==> src/rtl/periodic_priority_task_dispatcher_macros.svh <==
// Assertion macros shared by the dispatcher RTL.
`ifndef PERIODIC_PRIORITY_TASK_DISPATCHER_MACROS_SVH
`define PERIODIC_PRIORITY_TASK_DISPATCHER_MACROS_SVH
`ifndef NO_ASSERTIONS
`define PPD_ASSERT_ALWAYS(lbl, clk, rst_n, cond, msg) \
    lbl: assert property (@(posedge clk) disable iff (!rst_n) (cond)) else $error(msg);
`define PPD_ASSERT_IMPL(lbl, clk, rst_n, ante, cons, msg) \
    lbl: assert property (@(posedge clk) disable iff (!rst_n) (ante) |-> (cons)) \
        else $error(msg);
`define PPD_ASSERT_NEXT(lbl, clk, rst_n, ante, cons, msg) \
    lbl: assert property (@(posedge clk) disable iff (!rst_n) (ante) |=> (cons)) \
        else $error(msg);
`else
`define PPD_ASSERT_ALWAYS(lbl, clk, rst_n, cond, msg)
`define PPD_ASSERT_IMPL(lbl, clk, rst_n, ante, cons, msg)
`define PPD_ASSERT_NEXT(lbl, clk, rst_n, ante, cons, msg)
`endif
`endif

==> src/rtl/ppd_pkg.sv <==
// Shared constants and types of the periodic priority task dispatcher.
`timescale 1ns / 1ps
`default_nettype none
package ppd_pkg;
    localparam int NUM_TASKS    = 8;
    localparam int MAX_DISPATCH = 16;

    localparam int DATA_W   = 32;
    localparam int ID_W     = 8;
    localparam int PRIO_W   = 8;
    localparam int FUNC_W   = 3;
    localparam int STATUS_W = 2;
    localparam int RUN_ID_W = 3;

    localparam logic [FUNC_W-1:0] FUNC_CREATE  = 3'd0;
    localparam logic [FUNC_W-1:0] FUNC_SUSPEND = 3'd1;
    localparam logic [FUNC_W-1:0] FUNC_RESUME  = 3'd2;
    localparam logic [FUNC_W-1:0] FUNC_RUN     = 3'd3;
    localparam logic [FUNC_W-1:0] FUNC_CLEAR   = 3'd4;

    localparam logic [STATUS_W-1:0] STATUS_OK      = 2'd0;
    localparam logic [STATUS_W-1:0] STATUS_INVALID = 2'd1;
    localparam logic [STATUS_W-1:0] STATUS_MORE    = 2'd2;

    typedef struct packed {
        logic [DATA_W-1:0] period;
        logic [DATA_W-1:0] deadline;
        logic [PRIO_W-1:0] prio;
    } t_slot;

    typedef struct packed {
        logic                latch;
        logic                create_wr;
        logic                suspend;
        logic                resume_rd;
        logic                resume_wr;
        logic                clear_all;
        logic                pass_start;
        logic                scan_start;
        logic                scan_rd;
        logic                dispatch;
        logic                out_load;
        logic [STATUS_W-1:0] out_status;
        logic                out_disp;
        logic                out_last;
    } t_dp_cmd;

    typedef struct packed {
        logic [FUNC_W-1:0] func;
        logic              id_ok;
        logic              period_zero;
        logic              slot_used;
        logic              scan_last;
        logic              found;
        logic              room;
        logic              pend;
        logic              out_free;
    } t_dp_sts;
endpackage
`default_nettype wire

==> src/rtl/ppd_ram.sv <==
// Generic single-write, single-read RAM with registered read data.
`timescale 1ns / 1ps
`default_nettype none
module ppd_ram #(
    parameter int WIDTH = 72,
    parameter int DEPTH = 8,
    localparam int AW = (DEPTH > 1) ? $clog2(DEPTH) : 1
) (
    input  wire logic             i_clk,
    input  wire logic             i_we,
    input  wire logic [AW-1:0]    i_waddr,
    input  wire logic [WIDTH-1:0] i_wdata,
    input  wire logic [AW-1:0]    i_raddr,
    output logic      [WIDTH-1:0] o_rdata
);
    logic [WIDTH-1:0] r_mem [DEPTH];
    logic [WIDTH-1:0] r_rdata;

    always_ff @(posedge i_clk) begin
        if (i_we) begin
            r_mem[i_waddr] <= i_wdata;
        end
        r_rdata <= r_mem[i_raddr];
    end

    assign o_rdata = r_rdata;
endmodule
`default_nettype wire

==> src/rtl/ppd_dpath.sv <==
// Datapath: slot table, due-slot scan, deadline adder and result register.
`timescale 1ns / 1ps
`default_nettype none
`include "periodic_priority_task_dispatcher_macros.svh"
module ppd_dpath #(
    parameter int NUM_TASKS    = ppd_pkg::NUM_TASKS,
    parameter int MAX_DISPATCH = ppd_pkg::MAX_DISPATCH
) (
    input  wire logic                           i_clk,
    input  wire logic                           i_rst_n,
    input  wire ppd_pkg::t_dp_cmd               i_cmd,
    output ppd_pkg::t_dp_sts                    o_sts,
    input  wire logic [ppd_pkg::FUNC_W-1:0]     i_func,
    input  wire logic [ppd_pkg::ID_W-1:0]       i_task_id,
    input  wire logic [ppd_pkg::DATA_W-1:0]     i_period,
    input  wire logic [ppd_pkg::PRIO_W-1:0]     i_prio_level,
    input  wire logic [ppd_pkg::DATA_W-1:0]     i_now,
    input  wire logic                           i_out_ready,
    output logic                                o_out_valid,
    output logic [ppd_pkg::STATUS_W-1:0]        o_status,
    output logic [ppd_pkg::RUN_ID_W-1:0]        o_run_id,
    output logic                                o_dispatched,
    output logic                                o_last
);
    localparam int IDX_W  = (NUM_TASKS > 1) ? $clog2(NUM_TASKS) : 1;
    localparam int CNT_W  = $clog2(MAX_DISPATCH + 1);
    localparam int SLOT_W = $bits(ppd_pkg::t_slot);
    localparam int DW     = ppd_pkg::DATA_W;

    // latched command
    logic [ppd_pkg::FUNC_W-1:0] r_func;
    logic [ppd_pkg::ID_W-1:0]   r_id;
    logic [DW-1:0]              r_period;
    logic [ppd_pkg::PRIO_W-1:0] r_prio;
    logic [DW-1:0]              r_now;

    logic [NUM_TASKS-1:0] r_used;
    logic [NUM_TASKS-1:0] r_active;

    logic [IDX_W-1:0]     r_scan_idx;
    logic                 r_cmp_valid;
    logic [IDX_W-1:0]     r_cmp_idx;
    logic                 r_found;
    logic [IDX_W-1:0]     r_best_idx;
    ppd_pkg::t_slot       r_best;
    logic [CNT_W-1:0]     r_cnt;
    logic                 r_pend;
    logic [IDX_W-1:0]     r_pend_idx;

    logic                          r_out_valid;
    logic [ppd_pkg::STATUS_W-1:0]  r_out_status;
    logic [ppd_pkg::RUN_ID_W-1:0]  r_out_run_id;
    logic                          r_out_disp;
    logic                          r_out_last;

    logic [IDX_W-1:0]  w_id_idx;
    logic [IDX_W-1:0]  w_raddr;
    logic [IDX_W-1:0]  w_waddr;
    logic              w_we;
    logic [SLOT_W-1:0] w_rdata;
    ppd_pkg::t_slot    w_rd;
    ppd_pkg::t_slot    w_wr;
    logic [DW-1:0]     w_base;
    logic [DW-1:0]     w_inc;
    logic [DW-1:0]     w_sum;
    logic [DW-1:0]     w_diff;
    logic              w_due;
    logic              w_take;

    assign w_id_idx = r_id[IDX_W-1:0];
    assign w_rd     = ppd_pkg::t_slot'(w_rdata);
    assign w_raddr  = i_cmd.resume_rd ? w_id_idx : r_scan_idx;
    assign w_waddr  = i_cmd.dispatch ? r_best_idx : w_id_idx;
    assign w_we     = i_cmd.create_wr | i_cmd.resume_wr | i_cmd.dispatch;

    always_comb begin
        w_base = r_now;
        w_inc  = r_period;
        if (i_cmd.dispatch) begin
            w_base = r_best.deadline;
            w_inc  = r_best.period;
        end else if (i_cmd.resume_wr) begin
            w_inc  = w_rd.period;
        end
        w_sum = w_base + w_inc;
        w_wr  = '{period: r_period, deadline: w_sum, prio: r_prio};
        if (i_cmd.dispatch) begin
            w_wr = '{period: r_best.period, deadline: w_sum, prio: r_best.prio};
        end else if (i_cmd.resume_wr) begin
            w_wr = '{period: w_rd.period, deadline: w_sum, prio: w_rd.prio};
        end
    end

    ppd_ram #(
        .WIDTH (SLOT_W),
        .DEPTH (NUM_TASKS)
    ) u_slot_ram (
        .i_clk   (i_clk),
        .i_we    (w_we),
        .i_waddr (w_waddr),
        .i_wdata (SLOT_W'(w_wr)),
        .i_raddr (w_raddr),
        .o_rdata (w_rdata)
    );

    // due when (now - deadline) mod 2^32 <= 0x7FFFFFFF
    assign w_diff = r_now - w_rd.deadline;
    assign w_due  = r_cmp_valid & r_used[r_cmp_idx] & r_active[r_cmp_idx] & ~w_diff[DW-1];
    assign w_take = w_due & (~r_found | (w_rd.prio < r_best.prio));

    always_ff @(posedge i_clk) begin
        if (i_cmd.latch) begin
            r_func   <= i_func;
            r_id     <= i_task_id;
            r_period <= i_period;
            r_prio   <= i_prio_level;
            r_now    <= i_now;
        end
        if (w_take && !i_cmd.scan_start) begin
            r_best_idx <= r_cmp_idx;
            r_best     <= w_rd;
        end
        if (i_cmd.dispatch) begin
            r_pend_idx <= r_best_idx;
        end
        r_cmp_idx <= r_scan_idx;
        if (i_cmd.out_load) begin
            r_out_status <= i_cmd.out_status;
            r_out_run_id <= i_cmd.out_disp ? ppd_pkg::RUN_ID_W'(r_pend_idx) : '0;
            r_out_disp   <= i_cmd.out_disp;
            r_out_last   <= i_cmd.out_last;
        end
    end

    always_ff @(posedge i_clk) begin
        if (!i_rst_n) begin
            r_used      <= '0;
            r_active    <= '0;
            r_scan_idx  <= '0;
            r_cmp_valid <= 1'b0;
            r_found     <= 1'b0;
            r_cnt       <= '0;
            r_pend      <= 1'b0;
            r_out_valid <= 1'b0;
        end else begin
            if (i_cmd.clear_all) begin
                r_used   <= '0;
                r_active <= '0;
            end else if (i_cmd.create_wr) begin
                r_used[w_id_idx]   <= 1'b1;
                r_active[w_id_idx] <= 1'b1;
            end else if (i_cmd.resume_wr) begin
                r_active[w_id_idx] <= 1'b1;
            end else if (i_cmd.suspend) begin
                r_active[w_id_idx] <= 1'b0;
            end

            r_cmp_valid <= i_cmd.scan_rd;
            if (i_cmd.scan_start) begin
                r_scan_idx <= '0;
                r_found    <= 1'b0;
            end else begin
                if (i_cmd.scan_rd && !o_sts.scan_last) begin
                    r_scan_idx <= r_scan_idx + 1'b1;
                end
                if (w_take) begin
                    r_found <= 1'b1;
                end
            end

            if (i_cmd.pass_start) begin
                r_cnt  <= '0;
                r_pend <= 1'b0;
            end else if (i_cmd.dispatch) begin
                r_cnt  <= r_cnt + 1'b1;
                r_pend <= 1'b1;
            end

            if (i_cmd.out_load) begin
                r_out_valid <= 1'b1;
            end else if (i_out_ready) begin
                r_out_valid <= 1'b0;
            end
        end
    end

    always_comb begin
        o_sts.func        = r_func;
        o_sts.id_ok       = (r_id < ppd_pkg::ID_W'(NUM_TASKS));
        o_sts.period_zero = (r_period == '0);
        o_sts.slot_used   = r_used[w_id_idx];
        o_sts.scan_last   = (r_scan_idx == IDX_W'(NUM_TASKS - 1));
        o_sts.found       = r_found;
        o_sts.room        = (r_cnt < CNT_W'(MAX_DISPATCH));
        o_sts.pend        = r_pend;
        o_sts.out_free    = ~r_out_valid | i_out_ready;
    end

    assign o_out_valid  = r_out_valid;
    assign o_status     = r_out_status;
    assign o_run_id     = r_out_run_id;
    assign o_dispatched = r_out_disp;
    assign o_last       = r_out_last;

    `PPD_ASSERT_ALWAYS(a_cnt_bound, i_clk, i_rst_n, r_cnt <= CNT_W'(MAX_DISPATCH), "dispatch count over limit")
    `PPD_ASSERT_ALWAYS(a_active_used, i_clk, i_rst_n, (r_active & ~r_used) == '0, "active slot not in use")
    `PPD_ASSERT_NEXT(a_disp_pend, i_clk, i_rst_n, i_cmd.dispatch, r_pend, "dispatch left no pending result")
endmodule
`default_nettype wire

==> src/rtl/ppd_ctrl.sv <==
// Controller: command decode, scan sequencing and result emission.
`timescale 1ns / 1ps
`default_nettype none
`include "periodic_priority_task_dispatcher_macros.svh"
module ppd_ctrl (
    input  wire logic             i_clk,
    input  wire logic             i_rst_n,
    input  wire logic             i_in_valid,
    output logic                  o_in_ready,
    input  wire ppd_pkg::t_dp_sts i_sts,
    output ppd_pkg::t_dp_cmd      o_cmd
);
    localparam logic [2:0] S_IDLE     = 3'd0;
    localparam logic [2:0] S_DECODE   = 3'd1;
    localparam logic [2:0] S_RESP     = 3'd2;
    localparam logic [2:0] S_RES_WR   = 3'd3;
    localparam logic [2:0] S_SCAN     = 3'd4;
    localparam logic [2:0] S_SCAN_END = 3'd5;
    localparam logic [2:0] S_DECIDE   = 3'd6;

    logic [2:0]                   r_state;
    logic [2:0]                   n_state;
    logic [ppd_pkg::STATUS_W-1:0] r_resp;
    logic [ppd_pkg::STATUS_W-1:0] n_resp;

    always_comb begin
        o_cmd      = '0;
        o_in_ready = 1'b0;
        n_state    = r_state;
        n_resp     = r_resp;
        unique case (r_state)
            S_IDLE: begin
                o_in_ready = 1'b1;
                if (i_in_valid) begin
                    o_cmd.latch = 1'b1;
                    n_state     = S_DECODE;
                end
            end
            S_DECODE: begin
                n_state = S_RESP;
                n_resp  = ppd_pkg::STATUS_INVALID;
                unique case (i_sts.func)
                    ppd_pkg::FUNC_CREATE: begin
                        if (i_sts.id_ok && !i_sts.period_zero) begin
                            o_cmd.create_wr = 1'b1;
                            n_resp          = ppd_pkg::STATUS_OK;
                        end
                    end
                    ppd_pkg::FUNC_SUSPEND: begin
                        if (i_sts.id_ok && i_sts.slot_used) begin
                            o_cmd.suspend = 1'b1;
                            n_resp        = ppd_pkg::STATUS_OK;
                        end
                    end
                    ppd_pkg::FUNC_RESUME: begin
                        if (i_sts.id_ok && i_sts.slot_used) begin
                            o_cmd.resume_rd = 1'b1;
                            n_state         = S_RES_WR;
                        end
                    end
                    ppd_pkg::FUNC_RUN: begin
                        o_cmd.pass_start = 1'b1;
                        o_cmd.scan_start = 1'b1;
                        n_state          = S_SCAN;
                    end
                    ppd_pkg::FUNC_CLEAR: begin
                        o_cmd.clear_all = 1'b1;
                        n_resp          = ppd_pkg::STATUS_OK;
                    end
                    default: begin
                        n_resp = ppd_pkg::STATUS_INVALID;
                    end
                endcase
            end
            S_RES_WR: begin
                o_cmd.resume_wr = 1'b1;
                n_resp          = ppd_pkg::STATUS_OK;
                n_state         = S_RESP;
            end
            S_RESP: begin
                if (i_sts.out_free) begin
                    o_cmd.out_load   = 1'b1;
                    o_cmd.out_status = r_resp;
                    o_cmd.out_last   = 1'b1;
                    n_state          = S_IDLE;
                end
            end
            S_SCAN: begin
                o_cmd.scan_rd = 1'b1;
                if (i_sts.scan_last) begin
                    n_state = S_SCAN_END;
                end
            end
            S_SCAN_END: begin
                n_state = S_DECIDE;
            end
            S_DECIDE: begin
                if (i_sts.found && i_sts.room) begin
                    // previous dispatch is not the final beat
                    if (!i_sts.pend || i_sts.out_free) begin
                        o_cmd.out_load   = i_sts.pend;
                        o_cmd.out_status = ppd_pkg::STATUS_OK;
                        o_cmd.out_disp   = 1'b1;
                        o_cmd.dispatch   = 1'b1;
                        o_cmd.scan_start = 1'b1;
                        n_state          = S_SCAN;
                    end
                end else if (i_sts.out_free) begin
                    o_cmd.out_load   = 1'b1;
                    o_cmd.out_status = i_sts.found ? ppd_pkg::STATUS_MORE : ppd_pkg::STATUS_OK;
                    o_cmd.out_disp   = i_sts.pend;
                    o_cmd.out_last   = 1'b1;
                    n_state          = S_IDLE;
                end
            end
            default: begin
                n_state = S_IDLE;
            end
        endcase
    end

    always_ff @(posedge i_clk) begin
        if (!i_rst_n) begin
            r_state <= S_IDLE;
            r_resp  <= ppd_pkg::STATUS_OK;
        end else begin
            r_state <= n_state;
            r_resp  <= n_resp;
        end
    end

    `PPD_ASSERT_IMPL(a_load_free, i_clk, i_rst_n, o_cmd.out_load, i_sts.out_free, "result overwrites pending beat")
    `PPD_ASSERT_IMPL(a_disp_legal, i_clk, i_rst_n, o_cmd.dispatch, i_sts.found && i_sts.room, "dispatch without due slot or room")
    `PPD_ASSERT_NEXT(a_scan_end, i_clk, i_rst_n, (r_state == S_SCAN) && i_sts.scan_last, r_state == S_SCAN_END, "scan did not finish")
endmodule
`default_nettype wire

==> src/rtl/periodic_priority_task_dispatcher.sv <==
// Top level of the periodic priority task dispatcher.
//
// Input channel (i_in_valid / o_in_ready) carries one command per beat:
// create, suspend, resume, run pass or clear all, with the current tick.
// Output channel (o_out_valid / i_out_ready) returns result beats; the
// final beat of a command has o_last set.
// Commands are handled one at a time. A new command is taken in idle while
// the previous result beat still sits in the output register.
// Create, suspend, clear and invalid commands pass through a decode state
// and then a result state; resume adds a slot write state between them. A
// run pass scans the slot table once per dispatch and once more at the end,
// one slot per cycle through the slot RAM read port, each scan followed by
// a scan-end state and a decision state; a pass makes D dispatches, with
// D <= MAX_DISPATCH.
// If the receiver stalls, the block holds the beat and waits before
// emitting the next one; no work is lost.
// Reset clears all slots' used and active flags; no clearing pass is needed
// and a command can be accepted in the first cycle after reset.
`timescale 1ns / 1ps
`default_nettype none
module periodic_priority_task_dispatcher #(
    parameter int NUM_TASKS    = ppd_pkg::NUM_TASKS,
    parameter int MAX_DISPATCH = ppd_pkg::MAX_DISPATCH
) (
    input  wire logic                           i_clk,
    input  wire logic                           i_rst_n,
    input  wire logic                           i_in_valid,
    output logic                                o_in_ready,
    input  wire logic [ppd_pkg::FUNC_W-1:0]     i_func,
    input  wire logic [ppd_pkg::ID_W-1:0]       i_task_id,
    input  wire logic [ppd_pkg::DATA_W-1:0]     i_period,
    input  wire logic [ppd_pkg::PRIO_W-1:0]     i_prio_level,
    input  wire logic [ppd_pkg::DATA_W-1:0]     i_now,
    output logic                                o_out_valid,
    input  wire logic                           i_out_ready,
    output logic [ppd_pkg::STATUS_W-1:0]        o_status,
    output logic [ppd_pkg::RUN_ID_W-1:0]        o_run_id,
    output logic                                o_dispatched,
    output logic                                o_last
);
    ppd_pkg::t_dp_cmd w_cmd;
    ppd_pkg::t_dp_sts w_sts;

    ppd_ctrl u_ctrl (
        .i_clk      (i_clk),
        .i_rst_n    (i_rst_n),
        .i_in_valid (i_in_valid),
        .o_in_ready (o_in_ready),
        .i_sts      (w_sts),
        .o_cmd      (w_cmd)
    );

    ppd_dpath #(
        .NUM_TASKS    (NUM_TASKS),
        .MAX_DISPATCH (MAX_DISPATCH)
    ) u_dpath (
        .i_clk        (i_clk),
        .i_rst_n      (i_rst_n),
        .i_cmd        (w_cmd),
        .o_sts        (w_sts),
        .i_func       (i_func),
        .i_task_id    (i_task_id),
        .i_period     (i_period),
        .i_prio_level (i_prio_level),
        .i_now        (i_now),
        .i_out_ready  (i_out_ready),
        .o_out_valid  (o_out_valid),
        .o_status     (o_status),
        .o_run_id     (o_run_id),
        .o_dispatched (o_dispatched),
        .o_last       (o_last)
    );
endmodule
`default_nettype wire
==> config.mk <==
export PLATFORM = sky130hd
export DESIGN_NAME = periodic_priority_task_dispatcher
export DESIGN_NICKNAME = d
export VERILOG_FILES = /design/src/rtl/ppd_pkg.sv /design/src/rtl/ppd_ram.sv /design/src/rtl/ppd_dpath.sv /design/src/rtl/ppd_ctrl.sv /design/src/rtl/periodic_priority_task_dispatcher.sv
export VERILOG_INCLUDE_DIRS = /design/src /design/src/rtl
export SDC_FILE = /design/constraint.sdc
export NUM_CORES = 1
export LEC_CHECK = 0
export BUFFER_PORTS_ARGS = -buffer_cell sky130_fd_sc_hd__buf_2
export CAP_MARGIN = 25
export CORE_MARGIN = 1.5
export CORE_UTILIZATION = 55
export CTS_CLUSTER_DIAMETER = 120
export DETAILED_ROUTE_END_ITERATION = 12
export GPL_TIMING_DRIVEN = 0
export PLACE_DENSITY = 0.72
export SKIP_LAST_GASP = 1
export SYNTH_ARGS = -nofsm -noshare
export SYNTH_HDL_FRONTEND = slang
export SYNTH_SLANG_ARGS = --single-unit
==> constraint.sdc <==
create_clock -name i_clk -period 11.4 [get_ports i_clk]
set_clock_uncertainty 0.2 [all_clocks]
set_input_delay 0 -clock i_clk [delete_from_list [all_inputs] [get_ports i_clk]]
set_output_delay 0 -clock i_clk [all_outputs]
set_load 0.01 [all_outputs]
# Yosys cells after proc, flatten, opt, wreduce, memory -nomap -nowiden
# Memories as Yosys holds them, arrays and structs flattened. A register that Yosys moved wholly into a read port is not among the register bits.
# Cells that the tools add are included.
[word_totals]
ram_bits = 576
out_inout_bits = 9
regBits = 204
romBits = 0
word_cells = 150
latch_bits = 0
inputBits = 87
n_memories = 1
[mem_list]
columns = ["memory", "depth", "word_bits", "rd", "rd_ports_with_merged_regs", "write_ports", "line", "source"]
rows = [
  ["u_dpath.u_slot_ram.r_mem", 8, 72, 1, 1, 1, "ppd_ram.sv:16", "logic [WIDTH-1:0] r_mem [DEPTH];"],
]
[op_classes]
addsub = 4
n_shift = 0
n_eq_ne = 14
reduce_logical = 21
bitwise_logic = 16
mul = 0
mux = 63
div = 0
magnitude_cmp = 6
[ops]
columns = ["cell", "count"]
rows = [
  ["two-way mux 72 bit", 2],
  ["two-way mux 32 bit", 3],
  ["adder 32 bit", 1],
  ["zero test 32 bit", 1],
  ["subtractor 32 bit", 1],
  ["two-way mux 1 bit", 29],
  ["two-way mux 3 bit", 9],
  ["two-way mux 8 bit", 3],
  ["case mux 3 bit (7 select lines)", 1],
  ["bitwise OR 8 bit", 2],
  ["equality test 3 bit (second input constant)", 5],
  ["equality test 3 x 2 -> 1 bit (second input constant)", 4],
  ["case mux 3 bit (2 select lines)", 2],
  ["two-way mux 5 bit", 2],
  ["binary-select mux 1 bit (select 3 bit)", 3],
  ["AND 8 bit", 1],
  ["less-than comparator 3 x 4 -> 1 bit (second input constant)", 2],
  ["less-than comparator 8 x 4 -> 1 bit (second input constant)", 1],
  ["less-than comparator 8 bit", 1],
  ["inverter 8 bit", 1],
  ["equality test 3 x 1 -> 1 bit (second input constant)", 2],
  ["logical AND 1 bit", 6],
  ["zero test 3 bit", 2],
  ["two-way mux 2 bit", 3],
  ["other kinds (21)", 37],
]

# Depth between registers and ports, before layout
[depth]
depth_word = 10
ltp_mapped = 20
mapped_depth_nobuf = 15

# By module
# From an unflattened synthesis, not the netlist that was laid out.
[unflattened]
hier_cells = 1853
hier_area_um2 = 34135.2
[by_module_without_submodules]
columns = ["module", "n_inst", "area_per_inst_um2", "cells_each", "seq_area_each_um2"]
rows = [
  ["ppd_ram", 1, 23368.7, 917, 18738.0],
  ["ppd_dpath", 1, 10293.6, 872, 5665.4],
  ["ppd_ctrl", 1, 473.0, 64, 80.1],
]

# Least setup slack after synthesis
# Ideal clock, no wire load.
[synth_timing]
path_type = "flip-flop to flip-flop"
from = "register u_dpath.r_now[16]"
to = "register u_dpath.r_best[0] (netlist bit) (enable)"
setup_time_ns = 0.693
synth_period_minus_slack_ns = 10.189
path_buffers = 0
slack_ns = 1.211
path_stages_with_launch = 11
t_required_ns = 10.507
arrival_ns = 9.296
path_cell_list = "edfxtp_1 ha_1 a21o_1 a21o_1 a21oi_1 a211o_1 nor2_1 a311oi_1 a21boi_1 xnor2_1 nor4_1"
[synth_via]
elab_chain_cells = 5
[synth_lines]
columns = ["item", "line", "source"]
rows = [
  ["start: declaration", "ppd_dpath.sv:35", "logic [DW-1:0] r_now;"],
  ["start signal: assignment", "ppd_dpath.sv:117", "r_now <= i_now;"],
  ["subtractor 32 bit", "ppd_dpath.sv:107", "assign w_diff = r_now - w_rd.deadline;"],
  ["inverter 1 bit", "ppd_dpath.sv:108", "assign w_due = r_cmp_valid & r_used[r_cmp_idx] & r_active[r_cmp_idx] & ~w_diff[DW-1];"],
  ["AND 1 bit", "ppd_dpath.sv:108", ""],
  ["AND 1 bit", "ppd_dpath.sv:109", "assign w_take = w_due & (~r_found | (w_rd.prio < r_best.prio));"],
  ["logical AND 1 bit", "ppd_dpath.sv:119", "if (w_take && !i_cmd.scan_start) begin"],
  ["end signal: assignment", "ppd_dpath.sv:121", "r_best <= w_rd;"],
  ["end: declaration", "ppd_dpath.sv:45", "ppd_pkg::t_slot r_best;"],
]
# Every way passes these cells.
# A chain may end at the register's enable or synchronous reset.

# Final worst setup path
[layout_timing]
from = "register u_ctrl.r_state[2]"
to = "memory u_dpath.u_slot_ram.r_mem[1][37] (data pin)"
[layout_via]
elab_chain_cells = 7
elab_cells_between_ends = 10
cone_classes = "add/sub (1); eq/ne (2); mux (7)"
[layout_lines]
columns = ["item", "line", "source"]
rows = [
  ["start: declaration", "ppd_ctrl.sv:21", "logic [2:0] r_state;"],
  ["start signal: assignment", "ppd_ctrl.sv:127", "r_state <= n_state;"],
  ["equality test 3 x 2 -> 1 bit", "ppd_ctrl.sv:31", "unique case (r_state)"],
  ["two-way mux 1 bit", "ppd_ctrl.sv:31", ""],
  ["two-way mux 32 bit", "ppd_dpath.sv:82", "end else if (i_cmd.resume_wr) begin"],
  ["two-way mux 32 bit", "ppd_dpath.sv:79", "if (i_cmd.dispatch) begin"],
  ["adder 32 bit", "ppd_dpath.sv:85", "w_sum = w_base + w_inc;"],
  ["two-way mux 72 bit", "ppd_dpath.sv:89", "end else if (i_cmd.resume_wr) begin"],
  ["two-way mux 72 bit (*)", "ppd_dpath.sv:87", "if (i_cmd.dispatch) begin"],
  ["named net u_dpath.u_slot_ram.i_wdata[37]", "ppd_ram.sv:12", "input wire logic [WIDTH-1:0] i_wdata,"],
  ["end: declaration", "ppd_ram.sv:16", ""],
]
# The timed path passes the listed nets; every way through them passes the cells marked *.

==> metrics.yaml <==
clk_root_buffer_cell: "clkbuf_16"
crit_path_cell_trace: "and3b_1 > clkbuf_1 > nand3_2 > clkbuf_1 > clkbuf_1 > clkbuf_1 > nor2_1 > a31oi_1 > buf_4 > ha_1 > a21o_1 > a21oi_1 > o31ai_1 > a21oi_1 > o31ai_1 > a211oi_2 > o21ai_1 > a31oi_1 > xnor2_1"
p_leak_uw: 0.01461
grtUsageTotal_pct: 27.96
async_flop_share_pct: 0
relSlewSlack_pct: 17.43
post_cts.repair.setup_buffers: 0
ys_types: 70
dpl.hpwl_mm: 55.82
die_w_microns: 251.8
first_iter_violations: 2708
yosys.area_share.xor_xnor_pct: 1.080
postRouteAntennaNets: 0
cts_max_path_buffers: 3
cp_slowest_stage_delay_ps: 850
final.setup.tns_ps: 0
syn_to_final_growth_pct: 20.25
muxShareOfSynthArea_pct: 12.80
critical_path_required_ps: 11510
rsz0062_at_grt: "false"
clk_latency_ps: 640
multi_input_area_sq_um: 9051
grt_pass1_wl_mm: 128.1
timing_max_transition_violations_final: 0
htreeDepth: 3
drv_cap: 0
synth_top_family_by_area: "multiplexers"
ys_ff_latch: 851
drive_gt1_share_pct: 22.24
worst-setup-path-type: "register to register"
r2r_cells: 19
post-route-util_pct: 66.59
swShare_pct: 22.17
setup_viol: 0
fin_crit_sh_pct: 70.75
gp_congestion: 0.9318
synth_commonest_cells: "edfxtp_1 (744), nand2_1 (206), mux4_2 (147)"
num_antenna_cells: 0
powerDensity_nw_per_um2: 172.9
grt.busiest_layer: "met2"
crit_path_frequent_cell: "clkbuf_1"
total_power_uw: 7079
drc_errors: 0
portBuffers: 95
use_met2_pct: 45.61
cts_tree: "built"
numClockSinks: 851
place_area_sq_um: 36290
core_sq_um: 61480
critPathBufInv: 5
crit_arrival_ps: 8180
met3_usage_pct: 4.622
intPower_uw: 5510
cp_top_family: "compound AO/OA/AOI/OAI gates"
hold_path_class: "input pin to register"
synth_area_leaders: "edfxtp_1 (66%), mux4_2 (9.7%), dfxtp_1 (6.3%), ha_1 (2.5%), mux2_2 (2.5%)"
ff_latch_area_sq_um: 24480
fill_cells: 3985
synthFlopType: "edfxtp_1"
critPathMaxFanout: 10
max_freq_mhz: 124.0
synth-edff-count: 744
yosys_warnings: 0
cts_made_buffers: 85
core.rowCount: 91
crit_cells: 19
worst_pin_slew_ps: 1233
io_pins: 96
detail_route.wl_per_cell_microns: 26.91
synth_area_per_cell_sq_um: 17.12
syn-num-nets: 2146
critPathCaptureType: "register"
nNetsFinal: 2546
hold_viol: 0
synth-seq-area-share_pct: 71.91
pwr-share-seq_pct: 50.7
antenna_found_initial: 1
die_h_microns: 251.8
slowest_stage: "o31ai_1"
yosys.area_share.simple_pct: 5.689
holdWs_ps: 115.1
clk_pin_slew_worst_paths_ps: 60
syn_inst: 1989
netlist.area_leader.share_pct: 65.62
gr-usage-met1_pct: 37.60
postLayoutCellArea_sq_um: 40940
grt_pass1_vias: 20300
syn_area_sq_um: 34050
vias: 19940
synth_top_cell_by_area: "edfxtp_1"
fin_crit_ps: 8065
min_path_cells: 3
first_pass_iters: 5
synth_fa_ha_area_share_pct: 2.595
grt_max_degree: 63
crit_path_start_kind: "register"
ir_worst_vdd_uv: 109.7
die_area_sq_um: 63400
grt.overflow.total: 0
outcome: "finished, final reports clean"
yosysMostFrequentCell: "edfxtp_1"
vias_per_cell: 6.144
p_clk_share_pct: 41.3
finalWirelength_mm: 87.33
synth_compound_area_share_pct: 4.197
p_sw_uw: 1569
initial_utilization_pct: 55.37
combPwrFrac_pct: 7.9
## final timing paths
check / from / to / slack [ps]
worst min-delay path: i_rst_n / u_ctrl.r_resp[0] / 120
worst max register to register: u_ctrl.r_state[2] / u_dpath.u_slot_ram.r_mem[1][37] / 3330
worst min register to register: u_dpath.r_scan_idx[1] / u_dpath.r_cmp_idx[1] / 220
worst max-delay path: u_ctrl.r_state[2] / u_dpath.u_slot_ram.r_mem[1][37] / 3330
## power groups by stage
stage / sequential (uW) / clock [uW] / combinational (uW)
after CTS: 3590 / 2940 / 540
after global placement: 3660 / 0 / 458
after floorplan: 3640 / 0 / 320
final: 3590 / 2930 / 560
after detailed placement: 3660 / 0 / 492
after global routing: 3590 / 3070 / 604
## routing by layer
| layer | share of wire [%] | up-vias |
|---|---|---|
| li1 | - | 8577 |
| met1 | 39 | 10170 |
| met2 | 48 | 1006 |
| met3 | 8.6 | 184 |
| met4 | 4.1 | 2 |
| met5 | 0.013 | - |
## layout by cell type (no fill, tap or decap), drive strengths merged, types with 16 or more instances in the layout
master	count
a21o	34
a21oi	61
a31oi	50
buf	172
clkbuf	169
clkinv	21
dfxtp	107
dlygate4sd3	170
edfxtp	744
ha	69
inv	52
mux2	77
mux2i	18
mux4	147
nand2	207
nand3	18
nor2	100
nor2b	16
o21ai	29
xnor2	29
## cell type report
type / instances / share of cell area, %
clock buffer: 114 / 5.810
multi-input combinational: 1004 / 22.11
inverter: 50 / 0.4584
buffer: 84 / 0.9779
sequential: 851 / 59.80
timing repair buffer: 313 / 7.136
clock inverter: 39 / 1.296
tap: 790 / 2.414
## metrics by stage
step	setup WS (ps)	std cells
after floorplan	1211	1989
after global placement	-5630	2874
after detailed placement	3708	2916
after CTS	3686	3239
after global routing	3029	3245
final	3335	3245
## cells by family after synthesis
group / count (synthesis)
mux: 242
flops: 851
simple gates: 425
compound gates: 225
fa+ha+maj: 70
buf+inv: 134
xor+xnor: 42
## worst reg2reg max path: stages (launching register included)
cell,delay [ps]
dfxtp_1,460
and3b_1,260
clkbuf_1,220
nand3_2,260
clkbuf_1,780
clkbuf_1,720
clkbuf_1,680
nor2_1,130
a31oi_1,610
buf_4,280
ha_1,200
a21o_1,120
a21oi_1,110
o31ai_1,290
a21oi_1,130
o31ai_1,850
a211oi_2,250
o21ai_1,360
a31oi_1,180
xnor2_1,650
## sequential cells by signal, summed over array words and instances, names as in the netlist, 2 cells and up, named ones only
name / cells
u_dpath.o_run_id: 3
u_dpath.r_used: 8
u_dpath.r_scan_idx: 3
u_dpath.r_cnt: 5
u_dpath.r_best: 72
u_dpath.r_now: 32
u_dpath.u_slot_ram.r_mem: 576
u_dpath.u_slot_ram.o_rdata: 72
u_dpath.r_pend_idx: 3
u_dpath.r_cmp_idx: 3
u_dpath.r_func: 3
u_dpath.r_period: 32
u_ctrl.r_state: 3
u_dpath.r_best_idx: 3
u_dpath.o_status: 2
u_dpath.r_id: 8
u_dpath.r_prio: 8
## repair_timing
action / CTS / global route
hold buffers: 170 / 0
resized for setup: 0 / 0
hold endpoints to repair: 129 / 0
Note: power is estimated with default switching activity, not from simulation.
